[config.mk]
export PLATFORM = sky130hd
export DESIGN_NAME = stick_average_calibrate_scale_top_flat
export DESIGN_NICKNAME = d
export VERILOG_FILES = /design/src/design/sacs_pkg.sv /design/src/design/sacs_in_if.sv /design/src/design/sacs_out_if.sv /design/src/design/stick_average_calibrate_scale_top.sv /design/src/design/sacs_div.sv /design/src/flat_wrapper.sv
export SDC_FILE = /design/constraint.sdc
export NUM_CORES = 2
export LEC_CHECK = 0
export ABC_AREA = 0
export BUFFER_PORTS_ARGS = -buffer_cell sky130_fd_sc_hd__buf_2
export CAP_MARGIN = 20
export CORE_MARGIN = 4
export CORE_UTILIZATION = 23
export DETAILED_ROUTE_END_ITERATION = 8
export PLACE_DENSITY_LB_ADDON = 0.1
export SLEW_MARGIN = 20
export SYNTH_ARGS = -nofsm -noshare
export SYNTH_HDL_FRONTEND = slang
export SYNTH_SLANG_ARGS = --single-unit
[constraint.sdc]
create_clock -name clk -period 12.1 [get_ports clk]
set_input_delay 2.42 -clock clk [delete_from_list [all_inputs] [get_ports clk]]
set_output_delay 2.42 -clock clk [all_outputs]
set_load 0.03 [all_outputs]
[src/design/sacs_pkg.sv]
// Shared types and constants for the stick average / calibrate / scale block.
// No dependencies; every other design file refers to it by scoped names.
`default_nettype none

package sacs_pkg;

  // Fixed field widths
  localparam int NUM_CH     = 4;
  localparam int CH_W       = 2;
  localparam int SMP_W      = 12;
  localparam int AVG_W      = 20;
  localparam int CSUM_W     = 32;
  localparam int CNT_W      = 11;
  localparam int WLEN_W     = 5;
  localparam int PROD_W     = 34;
  localparam int FRAC_SH    = 8;
  localparam int GAIN_SH    = 20;

  // Shared divider
  localparam int DIV_W      = 32;
  localparam int DVS_W      = 11;
  localparam int NB_W       = 6;

  // Configuration port
  localparam int CFG_IDX_W  = 3;
  localparam int CFG_DATA_W = 12;

  localparam logic [CFG_IDX_W-1:0] REG_WINDOW_LEN   = 3'd0;
  localparam logic [CFG_IDX_W-1:0] REG_CAL_COUNT    = 3'd1;
  localparam logic [CFG_IDX_W-1:0] REG_GAIN         = 3'd2;
  localparam logic [CFG_IDX_W-1:0] REG_CENTER_VALUE = 3'd3;
  localparam logic [CFG_IDX_W-1:0] REG_UPPER_LIMIT  = 3'd4;
  localparam logic [CFG_IDX_W-1:0] REG_LOWER_LIMIT  = 3'd5;

  // Register reset values
  localparam logic [WLEN_W-1:0] RST_WINDOW_LEN   = 5'd10;
  localparam logic [CNT_W-1:0]  RST_CAL_COUNT    = 11'd100;
  localparam logic [SMP_W-1:0]  RST_GAIN         = 12'd990;
  localparam logic [SMP_W-1:0]  RST_CENTER_VALUE = 12'd1500;
  localparam logic [SMP_W-1:0]  RST_UPPER_LIMIT  = 12'd1999;
  localparam logic [SMP_W-1:0]  RST_LOWER_LIMIT  = 12'd1001;

  typedef enum logic [3:0] {
    ST_IDLE,
    ST_READ,
    ST_UPDATE,
    ST_AVG_DIV,
    ST_MUL,
    ST_CLAMP,
    ST_CAL_ACC,
    ST_CAL_START,
    ST_CAL_DIV,
    ST_OUT
  } state_t;

  typedef struct packed {
    logic             start;
    logic [NB_W-1:0]  nbits;
    logic [DIV_W-1:0] dividend;
    logic [DVS_W-1:0] divisor;
  } div_req_t;

  typedef struct packed {
    logic             busy;
    logic             done;
    logic [DIV_W-1:0] quotient;
  } div_rsp_t;

endpackage

`default_nettype wire

[src/design/sacs_in_if.sv]
// Input channel: one word of four raw stick samples plus the op bit.
// Depends on sacs_pkg for the sample width.
`default_nettype none

interface sacs_in_if;
  logic                       valid;
  logic                       ready;
  logic                       op;
  logic [sacs_pkg::SMP_W-1:0] left_x;
  logic [sacs_pkg::SMP_W-1:0] left_y;
  logic [sacs_pkg::SMP_W-1:0] right_x;
  logic [sacs_pkg::SMP_W-1:0] right_y;

  modport source (output valid, op, left_x, left_y, right_x, right_y, input ready);
  modport sink   (input valid, op, left_x, left_y, right_x, right_y, output ready);
endinterface

`default_nettype wire

[src/design/sacs_out_if.sv]
// Result channel: one word of four throttles plus calibration status.
// Depends on sacs_pkg for the throttle width.
`default_nettype none

interface sacs_out_if;
  logic                       valid;
  logic                       ready;
  logic [sacs_pkg::SMP_W-1:0] yaw_out;
  logic [sacs_pkg::SMP_W-1:0] height_out;
  logic [sacs_pkg::SMP_W-1:0] pitch_out;
  logic [sacs_pkg::SMP_W-1:0] roll_out;
  logic                       calibrated;
  logic                       cal_done;

  modport source (output valid, yaw_out, height_out, pitch_out, roll_out, calibrated,
                  cal_done, input ready);
  modport sink   (input valid, yaw_out, height_out, pitch_out, roll_out, calibrated,
                  cal_done, output ready);
endinterface

`default_nettype wire

[src/design/stick_average_calibrate_scale_top.sv]
// Stick average / calibrate / scale: top level with window memory and sequencer.
// Depends on sacs_pkg, sacs_in_if, sacs_out_if and sacs_div.
`default_nettype none

// Each accepted word carries four 12-bit stick samples (left_x, left_y,
// right_x, right_y). Every channel runs a moving average over the last
// window_len samples (0, or anything above MAX_WINDOW, selects MAX_WINDOW);
// the window starts as zeros and is cleared whenever window_len is written.
// The average is kept in Q8 counts. After reset, or on a word with op set,
// the block calibrates: the averages of cal_count words are averaged into
// per-channel offsets, and the word that finishes reports cal_done. From the
// next word on, throttles are center_value + trunc0((avg - offset) * gain
// / 2^20), clamped to upper_limit and then lower_limit; before that they
// report center_value. One word is processed at a time. The window samples
// live in a single-port-read synchronous memory of 4*MAX_WINDOW entries;
// each channel takes a read, a read-modify-write of its running sum and one
// pass through the shared radix-2 divider, which sets the rate. The word that
// completes calibration adds four offset divisions, one per channel. A result
// that waits for the sink adds its stall. The result sits in an output
// register, so a new word is taken while the last result waits. Configuration
// writes are taken any cycle but are meant for an idle block.
module stick_average_calibrate_scale_top #(
  parameter int MAX_WINDOW = 16
) (
  input  wire logic                                clk,
  input  wire logic                                rst_n,
  input  wire logic                                cfg_we,
  input  wire logic [sacs_pkg::CFG_IDX_W-1:0]      cfg_idx,
  input  wire logic [sacs_pkg::CFG_DATA_W-1:0]     cfg_wdata,
  sacs_in_if.sink                                  in_chan,
  sacs_out_if.source                               out_chan
);

  localparam int SLOT_W   = $clog2(MAX_WINDOW + 1);
  localparam int SUM_W    = sacs_pkg::SMP_W + SLOT_W;
  localparam int AVG_BITS = SUM_W + sacs_pkg::FRAC_SH;
  localparam int DEPTH    = sacs_pkg::NUM_CH * MAX_WINDOW;
  localparam int AW       = $clog2(DEPTH);

  // ------------------------------------------------------------------
  // Configuration registers
  // ------------------------------------------------------------------
  logic [sacs_pkg::WLEN_W-1:0] win_len_r;
  logic [sacs_pkg::CNT_W-1:0]  cal_cnt_r;
  logic [sacs_pkg::SMP_W-1:0]  gain_r;
  logic [sacs_pkg::SMP_W-1:0]  center_r;
  logic [sacs_pkg::SMP_W-1:0]  upper_r;
  logic [sacs_pkg::SMP_W-1:0]  lower_r;
  logic                        win_clr;

  assign win_clr = cfg_we && (cfg_idx == sacs_pkg::REG_WINDOW_LEN);

  always_ff @(posedge clk) begin
    if (!rst_n) begin
      win_len_r <= sacs_pkg::RST_WINDOW_LEN;
      cal_cnt_r <= sacs_pkg::RST_CAL_COUNT;
      gain_r    <= sacs_pkg::RST_GAIN;
      center_r  <= sacs_pkg::RST_CENTER_VALUE;
      upper_r   <= sacs_pkg::RST_UPPER_LIMIT;
      lower_r   <= sacs_pkg::RST_LOWER_LIMIT;
    end else if (cfg_we) begin
      case (cfg_idx)
        sacs_pkg::REG_WINDOW_LEN:   win_len_r <= cfg_wdata[sacs_pkg::WLEN_W-1:0];
        sacs_pkg::REG_CAL_COUNT:    cal_cnt_r <= cfg_wdata[sacs_pkg::CNT_W-1:0];
        sacs_pkg::REG_GAIN:         gain_r    <= cfg_wdata;
        sacs_pkg::REG_CENTER_VALUE: center_r  <= cfg_wdata;
        sacs_pkg::REG_UPPER_LIMIT:  upper_r   <= cfg_wdata;
        sacs_pkg::REG_LOWER_LIMIT:  lower_r   <= cfg_wdata;
        default: ;
      endcase
    end
  end

  // Effective window length: zero or oversize selects the full window
  logic [SLOT_W-1:0] w_eff;
  assign w_eff = (win_len_r == '0 || int'(win_len_r) > MAX_WINDOW)
                 ? SLOT_W'(MAX_WINDOW) : SLOT_W'(win_len_r);

  // ------------------------------------------------------------------
  // Sequencer state and per-word registers
  // ------------------------------------------------------------------
  sacs_pkg::state_t state_r, state_nxt;

  logic [sacs_pkg::CH_W-1:0]  ch_r;
  logic [SLOT_W-1:0]          slot_r;
  logic [SLOT_W-1:0]          write_slot_r;
  logic [SLOT_W-1:0]          slot_eff;
  logic [sacs_pkg::SMP_W-1:0] smp_r   [sacs_pkg::NUM_CH];
  logic [sacs_pkg::AVG_W-1:0] avg_r   [sacs_pkg::NUM_CH];
  logic [sacs_pkg::SMP_W-1:0] thr_r   [sacs_pkg::NUM_CH];
  logic [SUM_W-1:0]           wsum_r  [sacs_pkg::NUM_CH];
  logic                       was_cal_r;
  logic                       done_r;
  logic signed [sacs_pkg::PROD_W-1:0] prod_r;

  // Calibration state
  logic [sacs_pkg::CSUM_W-1:0] cal_sum_r [sacs_pkg::NUM_CH];
  logic [sacs_pkg::AVG_W-1:0]  offs_r    [sacs_pkg::NUM_CH];
  logic [sacs_pkg::CNT_W-1:0]  cal_ctr_r;
  logic                        is_cal_r;

  // Window memory and its valid bits (cleared at reset and on a length write)
  logic [sacs_pkg::SMP_W-1:0] win_mem [DEPTH];
  logic [sacs_pkg::SMP_W-1:0] win_rd_r;
  logic [DEPTH-1:0]           win_vld_r;
  logic                       rd_vld_r;
  logic [AW-1:0]              mem_addr;

  // Output register
  logic                       out_valid_r;
  logic [sacs_pkg::SMP_W-1:0] out_yaw_r;
  logic [sacs_pkg::SMP_W-1:0] out_height_r;
  logic [sacs_pkg::SMP_W-1:0] out_pitch_r;
  logic [sacs_pkg::SMP_W-1:0] out_roll_r;
  logic                       out_calibrated_r;
  logic                       out_cal_done_r;

  // Control from the sequencer
  logic in_ready;
  logic in_acc;
  logic mem_re;
  logic mem_we;
  logic div_start;
  logic div_sel_cal;
  logic ch_inc;
  logic ch_clr;
  logic avg_cap;
  logic mul_en;
  logic thr_cap;
  logic cal_acc;
  logic off_cap;
  logic cal_fin;
  logic load_out;
  logic out_free;

  logic last_ch;
  logic cal_complete;
  logic [sacs_pkg::CNT_W-1:0] cal_need;
  logic [sacs_pkg::CNT_W-1:0] ctr_inc;

  sacs_pkg::div_req_t div_req;
  sacs_pkg::div_rsp_t div_rsp;

  assign in_acc   = in_chan.valid && in_ready;
  assign out_free = !out_valid_r || out_chan.ready;
  assign last_ch  = ch_r == sacs_pkg::CH_W'(sacs_pkg::NUM_CH - 1);
  assign slot_eff = (write_slot_r >= w_eff) ? '0 : write_slot_r;
  assign mem_addr = AW'(int'(ch_r) * MAX_WINDOW + int'(slot_r));

  assign cal_need     = (cal_cnt_r == '0) ? sacs_pkg::CNT_W'(1) : cal_cnt_r;
  assign ctr_inc      = cal_ctr_r + sacs_pkg::CNT_W'(1);
  assign cal_complete = ctr_inc >= cal_need;

  // Next state
  always_comb begin
    state_nxt = state_r;
    case (state_r)
      sacs_pkg::ST_IDLE:      if (in_acc) state_nxt = sacs_pkg::ST_READ;
      sacs_pkg::ST_READ:      state_nxt = sacs_pkg::ST_UPDATE;
      sacs_pkg::ST_UPDATE:    state_nxt = sacs_pkg::ST_AVG_DIV;
      sacs_pkg::ST_AVG_DIV: begin
        if (div_rsp.done) begin
          if (!last_ch)       state_nxt = sacs_pkg::ST_READ;
          else if (was_cal_r) state_nxt = sacs_pkg::ST_MUL;
          else                state_nxt = sacs_pkg::ST_CAL_ACC;
        end
      end
      sacs_pkg::ST_MUL:       state_nxt = sacs_pkg::ST_CLAMP;
      sacs_pkg::ST_CLAMP:     state_nxt = last_ch ? sacs_pkg::ST_OUT : sacs_pkg::ST_MUL;
      sacs_pkg::ST_CAL_ACC:   state_nxt = cal_complete ? sacs_pkg::ST_CAL_START
                                                       : sacs_pkg::ST_OUT;
      sacs_pkg::ST_CAL_START: state_nxt = sacs_pkg::ST_CAL_DIV;
      sacs_pkg::ST_CAL_DIV: begin
        if (div_rsp.done) begin
          state_nxt = last_ch ? sacs_pkg::ST_OUT : sacs_pkg::ST_CAL_START;
        end
      end
      sacs_pkg::ST_OUT:       if (out_free) state_nxt = sacs_pkg::ST_IDLE;
      default:                state_nxt = sacs_pkg::ST_IDLE;
    endcase
  end

  // Sequencer outputs
  always_comb begin
    in_ready    = 1'b0;
    mem_re      = 1'b0;
    mem_we      = 1'b0;
    div_start   = 1'b0;
    div_sel_cal = 1'b0;
    ch_inc      = 1'b0;
    ch_clr      = 1'b0;
    avg_cap     = 1'b0;
    mul_en      = 1'b0;
    thr_cap     = 1'b0;
    cal_acc     = 1'b0;
    off_cap     = 1'b0;
    cal_fin     = 1'b0;
    load_out    = 1'b0;
    case (state_r)
      sacs_pkg::ST_IDLE: begin
        in_ready = 1'b1;
        ch_clr   = 1'b1;
      end
      sacs_pkg::ST_READ:   mem_re = 1'b1;
      sacs_pkg::ST_UPDATE: begin
        mem_we    = 1'b1;
        div_start = 1'b1;
      end
      sacs_pkg::ST_AVG_DIV: begin
        if (div_rsp.done) begin
          avg_cap = 1'b1;
          ch_inc  = !last_ch;
          ch_clr  = last_ch;
        end
      end
      sacs_pkg::ST_MUL:   mul_en = 1'b1;
      sacs_pkg::ST_CLAMP: begin
        thr_cap = 1'b1;
        ch_inc  = !last_ch;
      end
      sacs_pkg::ST_CAL_ACC: begin
        cal_acc = 1'b1;
        ch_clr  = 1'b1;
      end
      sacs_pkg::ST_CAL_START: begin
        div_start   = 1'b1;
        div_sel_cal = 1'b1;
      end
      sacs_pkg::ST_CAL_DIV: begin
        if (div_rsp.done) begin
          off_cap = 1'b1;
          ch_inc  = !last_ch;
          cal_fin = last_ch;
        end
      end
      sacs_pkg::ST_OUT: load_out = out_free;
      default: ;
    endcase
  end

  always_ff @(posedge clk) begin
    if (!rst_n) begin
      state_r <= sacs_pkg::ST_IDLE;
      ch_r    <= '0;
    end else begin
      state_r <= state_nxt;
      if (ch_clr)      ch_r <= '0;
      else if (ch_inc) ch_r <= ch_r + sacs_pkg::CH_W'(1);
    end
  end

  // ------------------------------------------------------------------
  // Word capture
  // ------------------------------------------------------------------
  always_ff @(posedge clk) begin
    if (in_acc) begin
      smp_r[0] <= in_chan.left_x;
      smp_r[1] <= in_chan.left_y;
      smp_r[2] <= in_chan.right_x;
      smp_r[3] <= in_chan.right_y;
      slot_r   <= slot_eff;
    end
  end

  always_ff @(posedge clk) begin
    if (!rst_n) begin
      write_slot_r <= '0;
      was_cal_r    <= 1'b0;
      done_r       <= 1'b0;
    end else begin
      if (in_acc) begin
        write_slot_r <= slot_eff + SLOT_W'(1);
        // op restarts calibration before this word is processed
        was_cal_r    <= is_cal_r && !in_chan.op;
        done_r       <= 1'b0;
      end else if (cal_fin) begin
        done_r <= 1'b1;
      end
      if (win_clr) write_slot_r <= '0;
    end
  end

  // ------------------------------------------------------------------
  // Window memory: read in ST_READ, write back in ST_UPDATE. Channels use
  // distinct entries and one word is in flight, so a read never races a
  // pending write to the same entry.
  // ------------------------------------------------------------------
  always_ff @(posedge clk) begin
    if (mem_we) win_mem[mem_addr] <= smp_r[ch_r];
    if (mem_re) win_rd_r <= win_mem[mem_addr];
  end

  always_ff @(posedge clk) begin
    if (!rst_n) begin
      win_vld_r <= '0;
      rd_vld_r  <= 1'b0;
    end else begin
      if (mem_re) rd_vld_r <= win_vld_r[mem_addr];
      if (win_clr)     win_vld_r <= '0;
      else if (mem_we) win_vld_r[mem_addr] <= 1'b1;
    end
  end

  // Running sum: drop the oldest sample, add the new one
  logic [SUM_W-1:0] old_smp;
  logic [SUM_W-1:0] new_sum;
  assign old_smp = rd_vld_r ? SUM_W'(win_rd_r) : '0;
  assign new_sum = wsum_r[ch_r] - old_smp + SUM_W'(smp_r[ch_r]);

  always_ff @(posedge clk) begin
    if (!rst_n) begin
      for (int i = 0; i < sacs_pkg::NUM_CH; i++) wsum_r[i] <= '0;
    end else if (win_clr) begin
      for (int i = 0; i < sacs_pkg::NUM_CH; i++) wsum_r[i] <= '0;
    end else if (mem_we) begin
      wsum_r[ch_r] <= new_sum;
    end
  end

  // ------------------------------------------------------------------
  // Shared divider: (sum << 8) / w per channel, cal_sum / count at the end
  // ------------------------------------------------------------------
  always_comb begin
    div_req.start = div_start;
    if (div_sel_cal) begin
      div_req.nbits    = sacs_pkg::NB_W'(sacs_pkg::DIV_W);
      div_req.dividend = cal_sum_r[ch_r];
      div_req.divisor  = cal_ctr_r;
    end else begin
      div_req.nbits    = sacs_pkg::NB_W'(AVG_BITS);
      div_req.dividend = sacs_pkg::DIV_W'(new_sum) << sacs_pkg::FRAC_SH;
      div_req.divisor  = sacs_pkg::DVS_W'(w_eff);
    end
  end

  sacs_div u_div (
    .clk   (clk),
    .rst_n (rst_n),
    .req   (div_req),
    .rsp   (div_rsp)
  );

  always_ff @(posedge clk) begin
    if (avg_cap) avg_r[ch_r] <= div_rsp.quotient[sacs_pkg::AVG_W-1:0];
  end

  // ------------------------------------------------------------------
  // Scaling: one shared multiplier, then sign-magnitude shift and clamp
  // ------------------------------------------------------------------
  logic signed [sacs_pkg::AVG_W:0]    dev_s;
  logic signed [sacs_pkg::SMP_W:0]    gain_s;
  logic signed [sacs_pkg::PROD_W-1:0] prod_nxt;

  assign dev_s    = $signed({1'b0, avg_r[ch_r]}) - $signed({1'b0, offs_r[ch_r]});
  assign gain_s   = $signed({1'b0, gain_r});
  assign prod_nxt = dev_s * gain_s;

  always_ff @(posedge clk) begin
    if (mul_en) prod_r <= prod_nxt;
  end

  localparam int TMAG_W = sacs_pkg::PROD_W - sacs_pkg::GAIN_SH;
  localparam int V_W    = 16;

  logic                       prod_neg;
  logic [sacs_pkg::PROD_W-1:0] prod_mag;
  logic [TMAG_W-1:0]          tmag;
  logic signed [V_W-1:0]      ctr_s;
  logic signed [V_W-1:0]      tmag_s;
  logic signed [V_W-1:0]      v_sum;
  logic signed [V_W-1:0]      v_hi;
  logic signed [V_W-1:0]      v_lo;

  always_comb begin
    prod_neg = prod_r[sacs_pkg::PROD_W-1];
    prod_mag = prod_neg ? sacs_pkg::PROD_W'(-prod_r) : sacs_pkg::PROD_W'(prod_r);
    // truncate toward zero: shift the magnitude, reapply the sign
    tmag     = prod_mag[sacs_pkg::PROD_W-1:sacs_pkg::GAIN_SH];
    ctr_s    = $signed(V_W'(center_r));
    tmag_s   = $signed(V_W'(tmag));
    v_sum    = prod_neg ? ctr_s - tmag_s : ctr_s + tmag_s;
    v_hi     = (v_sum > $signed(V_W'(upper_r))) ? $signed(V_W'(upper_r)) : v_sum;
    // lower limit applied last so it wins when the limits cross
    v_lo     = (v_hi < $signed(V_W'(lower_r))) ? $signed(V_W'(lower_r)) : v_hi;
  end

  always_ff @(posedge clk) begin
    if (thr_cap) thr_r[ch_r] <= v_lo[sacs_pkg::SMP_W-1:0];
  end

  // ------------------------------------------------------------------
  // Calibration accumulate and offset update
  // ------------------------------------------------------------------
  always_ff @(posedge clk) begin
    if (!rst_n) begin
      cal_ctr_r <= '0;
      is_cal_r  <= 1'b0;
      for (int i = 0; i < sacs_pkg::NUM_CH; i++) begin
        cal_sum_r[i] <= '0;
        offs_r[i]    <= '0;
      end
    end else begin
      if (in_acc && in_chan.op) begin
        cal_ctr_r <= '0;
        is_cal_r  <= 1'b0;
        for (int i = 0; i < sacs_pkg::NUM_CH; i++) cal_sum_r[i] <= '0;
      end else if (cal_acc) begin
        cal_ctr_r <= ctr_inc;
        for (int i = 0; i < sacs_pkg::NUM_CH; i++) begin
          cal_sum_r[i] <= cal_sum_r[i] + sacs_pkg::CSUM_W'(avg_r[i]);
        end
      end else if (off_cap) begin
        offs_r[ch_r] <= div_rsp.quotient[sacs_pkg::AVG_W-1:0];
        if (cal_fin) begin
          cal_ctr_r <= '0;
          is_cal_r  <= 1'b1;
          for (int i = 0; i < sacs_pkg::NUM_CH; i++) cal_sum_r[i] <= '0;
        end
      end
    end
  end

  // ------------------------------------------------------------------
  // Output register: hold the result until taken
  // ------------------------------------------------------------------
  always_ff @(posedge clk) begin
    if (!rst_n) begin
      out_valid_r <= 1'b0;
    end else if (load_out) begin
      out_valid_r <= 1'b1;
    end else if (out_chan.ready) begin
      out_valid_r <= 1'b0;
    end
  end

  always_ff @(posedge clk) begin
    if (load_out) begin
      out_yaw_r        <= was_cal_r ? thr_r[0] : center_r;
      out_height_r     <= was_cal_r ? thr_r[1] : center_r;
      out_pitch_r      <= was_cal_r ? thr_r[3] : center_r;
      out_roll_r       <= was_cal_r ? thr_r[2] : center_r;
      out_calibrated_r <= was_cal_r;
      out_cal_done_r   <= done_r;
    end
  end

  assign in_chan.ready       = in_ready;
  assign out_chan.valid      = out_valid_r;
  assign out_chan.yaw_out    = out_yaw_r;
  assign out_chan.height_out = out_height_r;
  assign out_chan.pitch_out  = out_pitch_r;
  assign out_chan.roll_out   = out_roll_r;
  assign out_chan.calibrated = out_calibrated_r;
  assign out_chan.cal_done   = out_cal_done_r;

  // ------------------------------------------------------------------
  // Assertions
  // ------------------------------------------------------------------
  a_div_start_idle: assert property (@(posedge clk) disable iff (!rst_n)
    div_req.start |-> !div_rsp.busy)
    else $error("divider started while busy");

  a_rmw_same_entry: assert property (@(posedge clk) disable iff (!rst_n)
    mem_we |-> $past(mem_re) && mem_addr == $past(mem_addr))
    else $error("window write-back not paired with its read");

  a_done_not_cal: assert property (@(posedge clk) disable iff (!rst_n)
    out_valid_r |-> !(out_cal_done_r && out_calibrated_r))
    else $error("cal_done reported on a calibrated word");

  a_cal_set_source: assert property (@(posedge clk) disable iff (!rst_n)
    $rose(is_cal_r) |-> $past(state_r) == sacs_pkg::ST_CAL_DIV)
    else $error("calibrated flag set outside the offset update");

endmodule

`default_nettype wire

[src/design/sacs_div.sv]
// Radix-2 restoring divider, one quotient bit per cycle, shared by the block.
// Depends on sacs_pkg for the request/response structs and widths.
`default_nettype none

module sacs_div (
  input  wire logic               clk,
  input  wire logic               rst_n,
  input  wire sacs_pkg::div_req_t req,
  output sacs_pkg::div_rsp_t      rsp
);

  logic [sacs_pkg::DIV_W-1:0] q_r;
  logic [sacs_pkg::DVS_W-1:0] rem_r;
  logic [sacs_pkg::DVS_W-1:0] dvs_r;
  logic [sacs_pkg::NB_W-1:0]  cnt_r;
  logic                       busy_r;
  logic                       done_r;

  logic [sacs_pkg::NB_W-1:0]  shamt;
  logic [sacs_pkg::DVS_W:0]   rem_sh;
  logic                       ge;
  logic [sacs_pkg::DVS_W:0]   rem_nxt;

  // Left-align the dividend so only the requested quotient bits are iterated
  assign shamt   = sacs_pkg::NB_W'(sacs_pkg::DIV_W) - req.nbits;
  assign rem_sh  = {rem_r, q_r[sacs_pkg::DIV_W-1]};
  assign ge      = rem_sh >= {1'b0, dvs_r};
  assign rem_nxt = ge ? rem_sh - {1'b0, dvs_r} : rem_sh;

  always_ff @(posedge clk) begin
    if (!rst_n) begin
      busy_r <= 1'b0;
      done_r <= 1'b0;
      cnt_r  <= '0;
    end else begin
      done_r <= 1'b0;
      if (req.start) begin
        busy_r <= 1'b1;
        cnt_r  <= req.nbits;
      end else if (busy_r) begin
        cnt_r <= cnt_r - sacs_pkg::NB_W'(1);
        if (cnt_r == sacs_pkg::NB_W'(1)) begin
          busy_r <= 1'b0;
          done_r <= 1'b1;
        end
      end
    end
  end

  always_ff @(posedge clk) begin
    if (req.start) begin
      q_r   <= req.dividend << shamt;
      rem_r <= '0;
      dvs_r <= req.divisor;
    end else if (busy_r) begin
      q_r   <= {q_r[sacs_pkg::DIV_W-2:0], ge};
      rem_r <= rem_nxt[sacs_pkg::DVS_W-1:0];
    end
  end

  assign rsp.busy     = busy_r;
  assign rsp.done     = done_r;
  assign rsp.quotient = q_r;

endmodule

`default_nettype wire

[src/flat_wrapper.sv]
// flat-port wrapper written by rule: the top's interface ports become plain ports
module stick_average_calibrate_scale_top_flat 
#(
  parameter int MAX_WINDOW = 16
)
  (clk, rst_n, cfg_we, cfg_idx, cfg_wdata, in_chan_valid, in_chan_op, in_chan_left_x, in_chan_left_y, in_chan_right_x, in_chan_right_y, in_chan_ready, out_chan_valid, out_chan_yaw_out, out_chan_height_out, out_chan_pitch_out, out_chan_roll_out, out_chan_calibrated, out_chan_cal_done, out_chan_ready);
  sacs_in_if in_chan_i ();
  sacs_out_if out_chan_i ();
  input  wire logic clk;
  input  wire logic rst_n;
  input  wire logic cfg_we;
  input  wire logic [sacs_pkg::CFG_IDX_W-1:0] cfg_idx;
  input  wire logic [sacs_pkg::CFG_DATA_W-1:0] cfg_wdata;
  input wire logic [$bits(in_chan_i.valid)-1:0] in_chan_valid;
  input wire logic [$bits(in_chan_i.op)-1:0] in_chan_op;
  input wire logic [$bits(in_chan_i.left_x)-1:0] in_chan_left_x;
  input wire logic [$bits(in_chan_i.left_y)-1:0] in_chan_left_y;
  input wire logic [$bits(in_chan_i.right_x)-1:0] in_chan_right_x;
  input wire logic [$bits(in_chan_i.right_y)-1:0] in_chan_right_y;
  output wire logic [$bits(in_chan_i.ready)-1:0] in_chan_ready;
  output wire logic [$bits(out_chan_i.valid)-1:0] out_chan_valid;
  output wire logic [$bits(out_chan_i.yaw_out)-1:0] out_chan_yaw_out;
  output wire logic [$bits(out_chan_i.height_out)-1:0] out_chan_height_out;
  output wire logic [$bits(out_chan_i.pitch_out)-1:0] out_chan_pitch_out;
  output wire logic [$bits(out_chan_i.roll_out)-1:0] out_chan_roll_out;
  output wire logic [$bits(out_chan_i.calibrated)-1:0] out_chan_calibrated;
  output wire logic [$bits(out_chan_i.cal_done)-1:0] out_chan_cal_done;
  input wire logic [$bits(out_chan_i.ready)-1:0] out_chan_ready;
  assign in_chan_i.valid = in_chan_valid;
  assign in_chan_i.op = in_chan_op;
  assign in_chan_i.left_x = in_chan_left_x;
  assign in_chan_i.left_y = in_chan_left_y;
  assign in_chan_i.right_x = in_chan_right_x;
  assign in_chan_i.right_y = in_chan_right_y;
  assign in_chan_ready = in_chan_i.ready;
  assign out_chan_valid = out_chan_i.valid;
  assign out_chan_yaw_out = out_chan_i.yaw_out;
  assign out_chan_height_out = out_chan_i.height_out;
  assign out_chan_pitch_out = out_chan_i.pitch_out;
  assign out_chan_roll_out = out_chan_i.roll_out;
  assign out_chan_calibrated = out_chan_i.calibrated;
  assign out_chan_cal_done = out_chan_i.cal_done;
  assign out_chan_i.ready = out_chan_ready;
  stick_average_calibrate_scale_top #(.MAX_WINDOW(MAX_WINDOW)) u_core (.clk(clk), .rst_n(rst_n), .cfg_we(cfg_we), .cfg_idx(cfg_idx), .cfg_wdata(cfg_wdata), .in_chan(in_chan_i), .out_chan(out_chan_i));
endmodule
==> metrics.txt <==
unrepaired setup endpoints after global routing no; GR Overflow Total 0; CP delay by family, top adder cells; CTS Hold Bufs 0; total of max-cap violations 0; Post-Synth Simple-Gate Area 0.105; DR vias/cell roughly 4.5; Synth Area in Compound Gates 0.111; Core Util, Final 0.271; Post-Synth Adder-Cell Area 0.112; Buffers & Inverters on Critical Path 6; Nets roughly 6900; synthesis-stage register bit count between 1500 and 2000; Crit. End Element register; clock skew 108 ps; HP Class register to register; Port Buf Inserts 120; Total Wirelength 265000 um; post-CTS resize count 0; status finished, final reports clean; mux cell area share after synthesis 0.0349; first-pass GRT wire length between 300000 and 400000 um; synthesized instance count between 6000 and 7000; Mean Syn Cell Area roughly 12 um^2; WP data arrival ~11000 ps; GPL Wtd Cong around 0.77; async set-reset flop share out of synthesis 0; largest family of logic cells by synthesized area adder cells; Die Width between 500 and 600 um; core box area roughly 330000 um^2; root buffer cell clkbuf_16; area delta synth->final 17.1%; Setup CP Type register to register; buffers from clock root to sink, at most 4; XOR/XNOR Fraction of Synth Area 0.0229; Critical Path Max Stage Delay between 800 and 900 ps; Antenna Nets Post-Route 0; worst path required time about 13000 ps; Worst VDD drop ~0.16 mV; fin crit share 0.846; full die area 338000 um^2; Mapped Area 75600 um^2; design area 88500 um^2; Cell Area, Placed ~82000 um^2; Num CTS Buffers between 150 and 200; crit start category register; total number of yosys warnings 0; DR iter-0 viols around 3400; CP max FO 29; IO Count ~120; Initial Utilization 0.231; final hold vios 0; die height between 500 and 600 um; worst-margin pin slew between 1000 and 1500 ps; Post-CTS Setup Bufs 0; Slew headroom 0.238; CP dominant cell by count fa_1; layout cells sized above 1 0.122; Seq/Total Area, Yosys 0.576; Clk pin slew, worst setup/hold paths approximately 60 ps; CTS tree built; Synthesized Nets between 6000 and 7000; Setup TNS 0 ps; number of synthesized flops with an enable pin between 1000 and 1500; row count 210; Final Setup Violations 0; Critical-path top delay cell fa_1; CTS Sinks roughly 1500; leakage power figure about 32 nW; Worst-Skew Late Latency 890 ps; pwr/cell area between 150 and 200 nW/um^2; via count around 49000; Detailed Place HPWL approximately 180000 um; initial antenna violation count 25; Total Power 16.7 mW; top_reg_cell synth edfxtp_1; synth unique cells 78; # DRC 0; fin crit period 10230 ps; vias in the first global route a little over 50000; Pre-Repair DR Iteration Count 5; largest net degree at the start of global routing 82; post-DR wirelength/cell roughly 25 um; Total GRT Usage 0.154; Fmax achieved 0.0977 GHz; Slew Viols, Final 0; CTS H-tree depth 4
power breakdown:
part | switching (mW) | total (mW) | internal (mW)
clock | 2.38 | 5.79 | 3.41
sequential | 0.0963 | 6.24 | 6.14
combinational | 2.77 | 4.68 | 1.91
total | 5.25 | 16.7 | 11.5
stage by stage:
step / hold slack [ps] / setup slack (ps) / cells
CTS: 470 / 1810 / 10800
global route: 492 / 1100 / 10800
floorplan: 406 / 2210 / 6080
finish: 469 / 1870 / 10800
global placement: 450 / 1730 / 10400
detailed placement: 458 / 1830 / 10400
cell usage after synthesis, drive strengths merged (8+ instances only):
master	number	area, um^2
xnor2	120	1050
nor3	66	330
nor4	28	175
a21o	54	405
a31oi	93	582
o21ai	153	766
nand3	104	521
dfxtp	272	5450
or3	27	179
inv	479	1800
o211ai	28	210
fa	248	4960
and3	50	313
nor2b	45	282
nand4	45	282
nand2	568	2130
a22oi	288	2160
and2	209	1310
a21boi	40	300
xor2	78	683
o21a	30	233
a221oi	90	801
edfxtp	1268	38100
mux2	22	282
o31ai	14	119
nand2b	26	163
or2	10	62.6
ha	280	3500
mux2i	8	80.1
buf	42	173
mux4	101	2270
nor2	507	1900
a21oi	195	976
a211oi	20	163
a22o	103	902
o21bai	21	158
nor3b	12	90.1
clkbuf	245	920
area by class of cell:
cell class                      instances  area, um^2
Antenna cell                            4        10.0
Clock buffer                          253        5270
Fill cell                           33800      239000
Multi-Input combinational cell       3774       29400
Clock inverter                         99         977
Tap cell                             4346        5440
Timing Repair Buffer                  307        2090
Sequential cell                      1540       43500
Inverter                              479        1800
worst register-to-register path: cells and delay by family (launching register included):
| family | cells | cell delay, ps |
|---|---|---|
| adder cells (fa/ha/maj) | 8 | 3840 |
| AO/OA/AOI/OAI | 13 | 3250 |
| AND/OR/NAND/NOR | 5 | 810 |
| flip-flops | 1 | 800 |
| multiplexers | 1 | 610 |
| buffers and inverters | 6 | 580 |
| XOR/XNOR | 1 | 100 |
state kept, by name (all words and copies together) (netlist names), 32 cells and up, named ones only:
| register | cells |
|---|---|
| u_core.smp_r | 48 |
| u_core.avg_r | 80 |
| u_core.win_vld_r | 64 |
| u_core.u_div.q_r | 32 |
| u_core.thr_r | 48 |
| u_core.win_mem | 768 |
| u_core.offs_r | 80 |
| u_core.prod_r | 34 |
| u_core.wsum_r | 68 |
| u_core.cal_sum_r | 128 |
logic make-up after synthesis:
family,Yosys count
simple gates,1720
mux,131
compound gates,1197
xor+xnor,198
buf+inv,766
flops,1540
fa+ha+maj,528
routing by layer:
layer	wire length, um	track usage	vias up
met5	0	0	-
met4	5920	0.0352	0
met3	8580	0.0165	280
met2	129000	0.264	875
met1	122000	0.208	25300
li1	-	-	22600
worst paths after layout:
kind	from	to	slack, ps	cells after the start
setup / recovery	register	u_core.prod_r[32]	1870	34
hold reg to reg	u_core.win_vld_r[1]	u_core.win_vld_r[1]	470	2
setup reg to reg	register	u_core.prod_r[32]	1870	34
hold / removal	u_core.win_vld_r[1]	u_core.win_vld_r[1]	470	2
placed cells by master (no fill, tap or decap), types with 103 or more instances in the layout:
cell type / instances
edfxtp_1: 1268
nand2_1: 566
nor2_1: 491
inv_1: 477
a22oi_1: 288
ha_1: 280
dfxtp_1: 269
fa_1: 248
and2_1: 207
clkbuf_16: 197
a21oi_1: 194
buf_4: 181
o21ai_0: 150
buf_2: 119
xnor2_1: 116
a22o_1: 103
(Power assumes the default switching activity.)
